`config.mk`:
```
export PLATFORM = sky130hd
export DESIGN_NAME = three_phase_spwm_compare_generator_unit
export DESIGN_NICKNAME = d
export VERILOG_FILES = /design/src/rtl/tpspwm_pkg.sv /design/src/rtl/tpspwm_phase_unit.sv /design/src/rtl/three_phase_spwm_compare_generator_unit.sv
export SDC_FILE = /design/constraint.sdc
export NUM_CORES = 2
export LEC_CHECK = 0
export ABC_AREA = 1
export BUFFER_PORTS_ARGS = -buffer_cell sky130_fd_sc_hd__buf_2
export CELL_PAD_IN_SITES_DETAIL_PLACEMENT = 1
export CELL_PAD_IN_SITES_GLOBAL_PLACEMENT = 1
export CORE_MARGIN = 2
export CORE_UTILIZATION = 49
export DETAILED_ROUTE_END_ITERATION = 6
export HOLD_SLACK_MARGIN = 0.08
export PLACE_DENSITY = 0.84
export SLEW_MARGIN = 20
export SYNTH_ARGS = -nofsm -noshare
export SYNTH_HDL_FRONTEND = slang
export SYNTH_SLANG_ARGS = --single-unit
```
`constraint.sdc`:
```
create_clock -name clk -period 15 [get_ports clk]
set_input_delay 0 -clock clk [delete_from_list [all_inputs] [get_ports clk]]
set_output_delay 0 -clock clk [all_outputs]
set_load 0.01 [all_outputs]
```
`src/rtl/tpspwm_pkg.sv`:
```
// ----------------------------------------------------------------------------
// tpspwm_pkg
// Types, constants and the sine table of the three-phase SPWM compare generator.
// ----------------------------------------------------------------------------
package tpspwm_pkg;

  localparam int SAMPLES_PER_CYCLE = 192;
  localparam int IDX_W             = $clog2(SAMPLES_PER_CYCLE);

  localparam logic [IDX_W-1:0] LAST_IDX = IDX_W'(SAMPLES_PER_CYCLE - 1);
  // phase lags in samples
  localparam logic [IDX_W-1:0] LAG_V    = IDX_W'(SAMPLES_PER_CYCLE / 3);
  localparam logic [IDX_W-1:0] LAG_W    = IDX_W'((2 * SAMPLES_PER_CYCLE) / 3);
  localparam logic [IDX_W-1:0] WRAP_V   = IDX_W'(SAMPLES_PER_CYCLE - SAMPLES_PER_CYCLE / 3);
  localparam logic [IDX_W-1:0] WRAP_W   =
    IDX_W'(SAMPLES_PER_CYCLE - (2 * SAMPLES_PER_CYCLE) / 3);

  // register indexes
  localparam logic [1:0] REG_HALF_PERIOD = 2'd0;
  localparam logic [1:0] REG_MOD_DEPTH   = 2'd1;
  localparam logic [1:0] REG_DEAD_TIME   = 2'd2;

  localparam logic [15:0] HALF_PERIOD_RST = 16'd1000;
  localparam logic [15:0] MOD_DEPTH_RST   = 16'd26214;
  localparam logic [7:0]  DEAD_TIME_RST   = 8'd20;

  // phase slots
  localparam logic [1:0] PH_U = 2'd0;
  localparam logic [1:0] PH_V = 2'd1;
  localparam logic [1:0] PH_W = 2'd2;

  typedef enum logic [2:0] {
    S_IDLE,
    S_SCALE,
    S_SPAN,
    S_TRIM,
    S_HOLD
  } state_t;

  typedef struct packed {
    logic scale_en;   // t = 2^30 - depth * sample, clamped
    logic span_en;    // high = half_period * t >> 31
  } unit_ctrl_t;

  typedef logic [SAMPLES_PER_CYCLE-1:0][15:0] sine_rom_t;

  // odd 9th-order quarter-wave polynomial, Q28 coefficients
  localparam longint unsigned C1 = 64'd421657428;
  localparam longint unsigned C3 = 64'd173399667;
  localparam longint unsigned C5 = 64'd21392326;
  localparam longint unsigned C7 = 64'd1256749;
  localparam longint unsigned C9 = 64'd43068;

  function automatic logic [15:0] sine_sample(input longint unsigned angle);
    longint unsigned quad;
    longint unsigned x;
    longint unsigned x2;
    longint unsigned p;
    longint unsigned s;
    longint unsigned q15;
    quad = (angle >> 14) & 64'd3;
    x    = angle & 64'h3FFF;
    if (quad[0]) x = 64'd16384 - x;
    x2 = (x * x) >> 14;
    p  = C9;
    p  = C7 - ((x2 * p) >> 14);
    p  = C5 - ((x2 * p) >> 14);
    p  = C3 - ((x2 * p) >> 14);
    p  = C1 - ((x2 * p) >> 14);
    s  = (x * p) >> 14;
    q15 = (s + 64'd4096) >> 13;
    if (q15 > 64'd32767) q15 = 64'd32767;
    if (quad[1]) return 16'(64'd65536 - q15);
    return 16'(q15);
  endfunction

  function automatic sine_rom_t build_sine_rom();
    sine_rom_t rom;
    for (int i = 0; i < SAMPLES_PER_CYCLE; i++) begin
      rom[i] = sine_sample((longint'(i) * 64'd65536) / SAMPLES_PER_CYCLE);
    end
    return rom;
  endfunction

  localparam sine_rom_t SINE_ROM = build_sine_rom();

endpackage

```
`src/rtl/tpspwm_phase_unit.sv`:
```
// ----------------------------------------------------------------------------
// tpspwm_phase_unit
// Shared multiplier with clamp and dead-time trim; each phase passes through it twice.
// ----------------------------------------------------------------------------
module tpspwm_phase_unit import tpspwm_pkg::*; (
  input  logic        clk,
  input  unit_ctrl_t  ctrl,
  input  logic [15:0] sample,       // signed Q1.15 sine value
  input  logic [15:0] half_period,
  input  logic [15:0] mod_depth,
  input  logic [7:0]  dead_time,
  output logic [15:0] high,
  output logic [15:0] low
);

  logic signed [16:0] mul_a;
  logic signed [32:0] mul_b;
  logic signed [49:0] prod;
  logic signed [33:0] t_raw;
  logic        [31:0] t_clamp;
  logic        [31:0] t_r;
  logic        [15:0] h_r;

  always_comb begin
    mul_a = ctrl.span_en ? $signed({1'b0, half_period}) : $signed({1'b0, mod_depth});
    mul_b = ctrl.span_en ? $signed({1'b0, t_r}) : $signed({{17{sample[15]}}, sample});
    prod  = mul_a * mul_b;
  end

  always_comb begin
    t_raw = 34'sd1073741824 - 34'(prod);
    if (t_raw[33]) begin
      t_clamp = '0;
    end else if (t_raw > 34'sd2147483648) begin
      t_clamp = 32'h8000_0000;
    end else begin
      t_clamp = t_raw[31:0];
    end
  end

  always_ff @(posedge clk) begin
    if (ctrl.scale_en) t_r <= t_clamp;
    if (ctrl.span_en)  h_r <= prod[46:31];
  end

  assign high = h_r;
  assign low  = (h_r > {8'b0, dead_time}) ? h_r - {8'b0, dead_time} : '0;

endmodule

```
`src/rtl/three_phase_spwm_compare_generator_unit.sv`:
```
// ----------------------------------------------------------------------------
// three_phase_spwm_compare_generator_unit
// Three-phase sine PWM compare generator, symmetric regular sampling.
// ----------------------------------------------------------------------------
// Each input transaction with advance set is one carrier-period tick. The block
// reads the sine table for phase U at the current sample index, for V at the
// index less a third of the table and for W at the index less two thirds, and
// returns for each phase the high-side compare half_period*(1 - depth*sin)/2,
// clamped to 0..half_period, and the low-side compare, which is the high-side
// value less dead_time and clamped at 0. sample_index is the index used for U;
// it then moves on by one modulo the table length. A transaction with advance
// clear is taken and gives nothing. For a tick, one multiplier is shared by
// all three phases and each phase passes through it twice (depth scaling,
// then period scaling) and then a trim step; a final hold step, which waits
// while a stalled result is still pending, moves the result to the output
// register. in_tready is high again as soon as the result sits in the output
// register, so the next tick is worked on while that result waits. The sine
// table is a constant built at elaboration; no clearing pass is needed.
// Configuration writes are taken at any time and should be made while idle.
// ----------------------------------------------------------------------------
module three_phase_spwm_compare_generator_unit import tpspwm_pkg::*; (
  input  logic         clk,
  input  logic         rst_n,
  // input stream
  input  logic         in_tvalid,
  output logic         in_tready,
  input  logic [7:0]   in_tdata,    // [0] advance, [7:1] zero
  // result stream
  output logic         out_tvalid,
  input  logic         out_tready,
  // [15:0] u_high, [31:16] u_low, [47:32] v_high, [63:48] v_low,
  // [79:64] w_high, [95:80] w_low, [103:96] sample_index
  output logic [103:0] out_tdata,
  // configuration
  input  logic         cfg_we,
  input  logic [1:0]   cfg_addr,
  input  logic [15:0]  cfg_wdata
);

  state_t            state_r, state_nxt;
  logic [1:0]        phase_r, phase_nxt;
  logic [IDX_W-1:0]  step_r, step_nxt;     // next sample index
  logic [IDX_W-1:0]  base_r, base_nxt;     // index of the tick in progress
  logic              out_valid_r, out_valid_nxt;
  logic [103:0]      out_data_r;

  logic [15:0]       half_period_r;
  logic [15:0]       mod_depth_r;
  logic [7:0]        dead_time_r;

  logic [IDX_W-1:0]  rom_idx;
  logic [15:0]       sample;
  unit_ctrl_t        ctrl;
  logic              slot_we;
  logic              out_load;
  logic [15:0]       unit_high;
  logic [15:0]       unit_low;
  logic [15:0]       high_r [3];
  logic [15:0]       low_r  [3];

  // configuration registers
  always_ff @(posedge clk) begin
    if (!rst_n) begin
      half_period_r <= HALF_PERIOD_RST;
      mod_depth_r   <= MOD_DEPTH_RST;
      dead_time_r   <= DEAD_TIME_RST;
    end else if (cfg_we) begin
      unique case (cfg_addr)
        REG_HALF_PERIOD: half_period_r <= cfg_wdata;
        REG_MOD_DEPTH:   mod_depth_r   <= cfg_wdata;
        REG_DEAD_TIME:   dead_time_r   <= cfg_wdata[7:0];
        default: ;  // unmapped index, ignored
      endcase
    end
  end

  // lagged table index for the phase in progress
  always_comb begin
    case (phase_r)
      PH_V:    rom_idx = (base_r >= LAG_V) ? base_r - LAG_V : base_r + WRAP_V;
      PH_W:    rom_idx = (base_r >= LAG_W) ? base_r - LAG_W : base_r + WRAP_W;
      default: rom_idx = base_r;
    endcase
  end

  assign sample = SINE_ROM[rom_idx];

  // sequencer
  always_comb begin
    state_nxt     = state_r;
    phase_nxt     = phase_r;
    step_nxt      = step_r;
    base_nxt      = base_r;
    ctrl          = '0;
    slot_we       = 1'b0;
    out_load      = 1'b0;
    in_tready     = 1'b0;
    unique case (state_r)
      S_IDLE: begin
        in_tready = 1'b1;
        if (in_tvalid && in_tdata[0]) begin
          base_nxt  = step_r;
          step_nxt  = (step_r == LAST_IDX) ? '0 : step_r + 1'b1;
          phase_nxt = PH_U;
          state_nxt = S_SCALE;
        end
      end
      S_SCALE: begin
        ctrl.scale_en = 1'b1;
        state_nxt     = S_SPAN;
      end
      S_SPAN: begin
        ctrl.span_en = 1'b1;
        state_nxt    = S_TRIM;
      end
      S_TRIM: begin
        slot_we = 1'b1;
        if (phase_r == PH_W) begin
          state_nxt = S_HOLD;
        end else begin
          phase_nxt = phase_r + 1'b1;
          state_nxt = S_SCALE;
        end
      end
      S_HOLD: begin
        // hand over once the output register is free or being drained
        if (!out_valid_r || out_tready) begin
          out_load  = 1'b1;
          state_nxt = S_IDLE;
        end
      end
      default: state_nxt = S_IDLE;
    endcase
  end

  always_comb begin
    if (out_load) begin
      out_valid_nxt = 1'b1;
    end else if (out_tready) begin
      out_valid_nxt = 1'b0;
    end else begin
      out_valid_nxt = out_valid_r;
    end
  end

  always_ff @(posedge clk) begin
    if (!rst_n) begin
      state_r     <= S_IDLE;
      phase_r     <= PH_U;
      step_r      <= '0;
      base_r      <= '0;
      out_valid_r <= 1'b0;
    end else begin
      state_r     <= state_nxt;
      phase_r     <= phase_nxt;
      step_r      <= step_nxt;
      base_r      <= base_nxt;
      out_valid_r <= out_valid_nxt;
    end
  end

  // per-phase result slots and output register
  always_ff @(posedge clk) begin
    if (slot_we) begin
      high_r[phase_r] <= unit_high;
      low_r[phase_r]  <= unit_low;
    end
    if (out_load) begin
      out_data_r <= {8'(base_r),
                     low_r[PH_W], high_r[PH_W],
                     low_r[PH_V], high_r[PH_V],
                     low_r[PH_U], high_r[PH_U]};
    end
  end

  tpspwm_phase_unit u_phase_unit (
    .clk         (clk),
    .ctrl        (ctrl),
    .sample      (sample),
    .half_period (half_period_r),
    .mod_depth   (mod_depth_r),
    .dead_time   (dead_time_r),
    .high        (unit_high),
    .low         (unit_low)
  );

  assign out_tvalid = out_valid_r;
  assign out_tdata  = out_data_r;

endmodule

```
==> flow_summary.json <==
{
  "status": "completed",
  "portBuffers": 129,
  "cp_max_fo": 31,
  "end_kind": "flop",
  "cts.sinks": 310,
  "grt_pass1_vias": 32661,
  "syn_inst": 3976,
  "slew_violations": 0,
  "grt_antenna_before_repair": 4,
  "finClkSkew_ns": 0.0436,
  "place_congestion": 1.01,
  "multiInputGateArea_um2": 20800,
  "globalRouteMet1Util": 0.457,
  "cpPeakStageDelay_ns": 1.02,
  "postSynthAreaPerCell_um2": 8.38,
  "hpwl_um": 95100,
  "dieArea_um2": 70100,
  "ant_nets": 0,
  "synth_edf_count": 248,
  "ys_ff_latch": 310,
  "grt_overflow": 0,
  "ys_types": 61,
  "layout-drive-gt1-share": 0.0730,
  "row_count": 95,
  "max_freq_ghz": 0.0833,
  "critPathRequiredTime_ns": 15.29,
  "hp-class": "in2reg",
  "whs_path_depth": 6,
  "fin_crit_sh": 0.800,
  "wl_per_cell_um": 26.1,
  "period_needed_ns": 12.00,
  "grt.total_usage": 0.376,
  "cpMostUsedCell": "nand2_1",
  "grt_pass1_wl_um": 198000,
  "seqCellArea_um2": 8690,
  "start_util": 0.495,
  "cts-root-buf": "clkbuf_16",
  "synth_ff_type": "edfxtp_1",
  "worst_path_max_delay_cell": "o311ai_0",
  "final_area_um2": 36500,
  "setup.worst_path.class": "reg2reg",
  "cts_resized": 0,
  "clockBufferDepth": 3,
  "io_pins": 137,
  "critPathLaunchType": "flop",
  "fillers": 8142,
  "arrival_ns": 12.28,
  "numCtsBuffers": 34,
  "max_cap_viol_count": 0,
  "fp.dieW_um": 265,
  "syn_area_um2": 33300,
  "timing.hold.ws_ns": 0.164,
  "tightest_slew_ns": 1.20,
  "synth_nets": 4634,
  "r2r_cells": 43,
  "routed_wl_um": 131000,
  "fin_setup_tns_ns": 0,
  "yosysSeqAreaShare": 0.261,
  "hold_violations": 0,
  "die_y_um": 265,
  "cts_tree": "done",
  "grt_start_max_net_pins": 68,
  "synthArstFlopShare": 0,
  "drtIter0Drc": 3115,
  "nets": 4762,
  "design.core.area_um2": 67300,
  "remaining_drc_errors": 0,
  "syn_to_final_growth_pct": 9.43,
  "clock_latency_ns": 0.58,
  "setup_viol": 0,
  "firstDrtPassIters": 7,
  "dp_slack_ns": 3.50,
  "num_vias": 29682,
  "place_area_um2": 35000,
  "grtUsageMet3": 0.0878,
  "h-tree-depth": 2,
  "setup_slack_ns": 3.00,
  "yosys_warnings": 0,
  "avgViaCountPerCell": 5.94,
  "relSlewSlack": 0.193,
  "use_met2": 0.617,
  "clk_pin_slew_ns": 0.08,
  "rsz0062_at_grt": "no",
  "grt-busiest-layer": "met2"
}
area by class of cell:
type                    instances  area share
diodes                          2    0.000137
inverters                     909      0.0935
flip-flops and latches        310       0.238
clock buffers                  40      0.0248
well taps                     873      0.0299
clock inverters                18     0.00436
multi-input cells            2634       0.570
repair buffers                215      0.0391
cell usage after synthesis (all sizes together), types with 6 or more instances:
library cell / instances / area (um2)
ha: 143 / 1790
dfxtp: 62 / 1240
o211ai: 20 / 150
nor2: 496 / 1920
clkbuf: 103 / 389
a211oi: 11 / 82.6
edfxtp: 248 / 7450
nand2: 835 / 3180
nand3b: 6 / 45.0
o311ai: 6 / 52.6
o2111ai: 9 / 78.8
o221ai: 8 / 70.1
nand3: 139 / 736
fa: 484 / 9690
a21oi: 109 / 546
o21ai: 153 / 769
nand4: 41 / 257
xor2: 50 / 438
clkinv: 13 / 48.8
o22ai: 14 / 87.6
o31ai: 6 / 45.0
inv: 896 / 3360
xnor2: 19 / 185
nor4: 6 / 37.5
buf: 20 / 129
nor3: 15 / 85.1
a31oi: 17 / 106
metal layers:
metal  up-vias  routed length [um]
met3       546               12800
met1     14871               47900
met4         4                8600
li1      12447                   -
met2      1814               61300
met5         -                  20
metrics by stage:
stage / util / cells
finish: 0.542 / 5001
floorplan: - / 3976
CTS: 0.541 / 4995
global route: 0.542 / 5000
global placement: 0.521 / 4909
detailed placement: 0.521 / 4909
cells by family (layout without fill, tap and decap cells):
kind of cell / Yosys count / after routing / synth area share
and+or+nand+nor: 1552 / 1552 / 0.190
buffers and inverters: 1032 / 1182 / 0.118
adders and majority gates: 627 / 627 / 0.344
AOI/OAI and AO/OA: 386 / 386 / 0.0679
DFF: 310 / 310 / 0.261
xor gates and xnor gates: 69 / 69 / 0.0187
other: 0 / 2 / 0
path summary, 6_finish.rpt:
check               start                  end  slack, ns
max reg2reg     base_r[0]  u_phase_unit.t_r[6]       3.00
min           cfg_addr[0]      mod_depth_r[10]       0.16
max             base_r[0]  u_phase_unit.t_r[6]       3.00
min reg2reg  high_r[0][3]         out_tdata[3]       0.40
registers in the layout (all words and copies together) (netlist names):
name / flops
base_r: 8
dead_time_r: 8
half_period_r: 16
high_r: 48
low_r: 48
mod_depth_r: 16
out_tdata: 104
out_tvalid: 1
phase_r: 2
state_r: 3
step_r: 8
u_phase_unit.high: 16
u_phase_unit.t_r: 32
cells in the final DEF, fill, tap and decap left out, types with 20 or more instances in the layout:
cell type / n
buf_4: 54
xor2_1: 50
dfxtp_1: 61
ha_1: 143
nand3_1: 131
clkinv_1: 21
nand2_1: 822
clkbuf_16: 35
nor2_1: 472
edfxtp_1: 248
o21ai_0: 119
nand4_1: 41
inv_1: 889
fa_1: 484
buf_2: 129
o21ai_1: 26
dlygate4sd3_1: 28
o211ai_1: 20
a21oi_1: 109
timing repair:
action,in CTS,in global routing
endpoints found under the setup margin,0,0
endpoints found under the hold margin,46,0
hold buffers,28,0
setup buffers,0,0
critical path: cells and delay by family (launching register included):
family	cells	cell delay [ns]
flops	1	0.74
fa+ha+maj	8	3.94
buf+inv	8	1.44
simple gates	23	3.76
compound gates	4	1.78
Power is left out: the tool's default activity adds up to more than one toggle a clock period on the data nets, which glitch-free logic cannot reach.
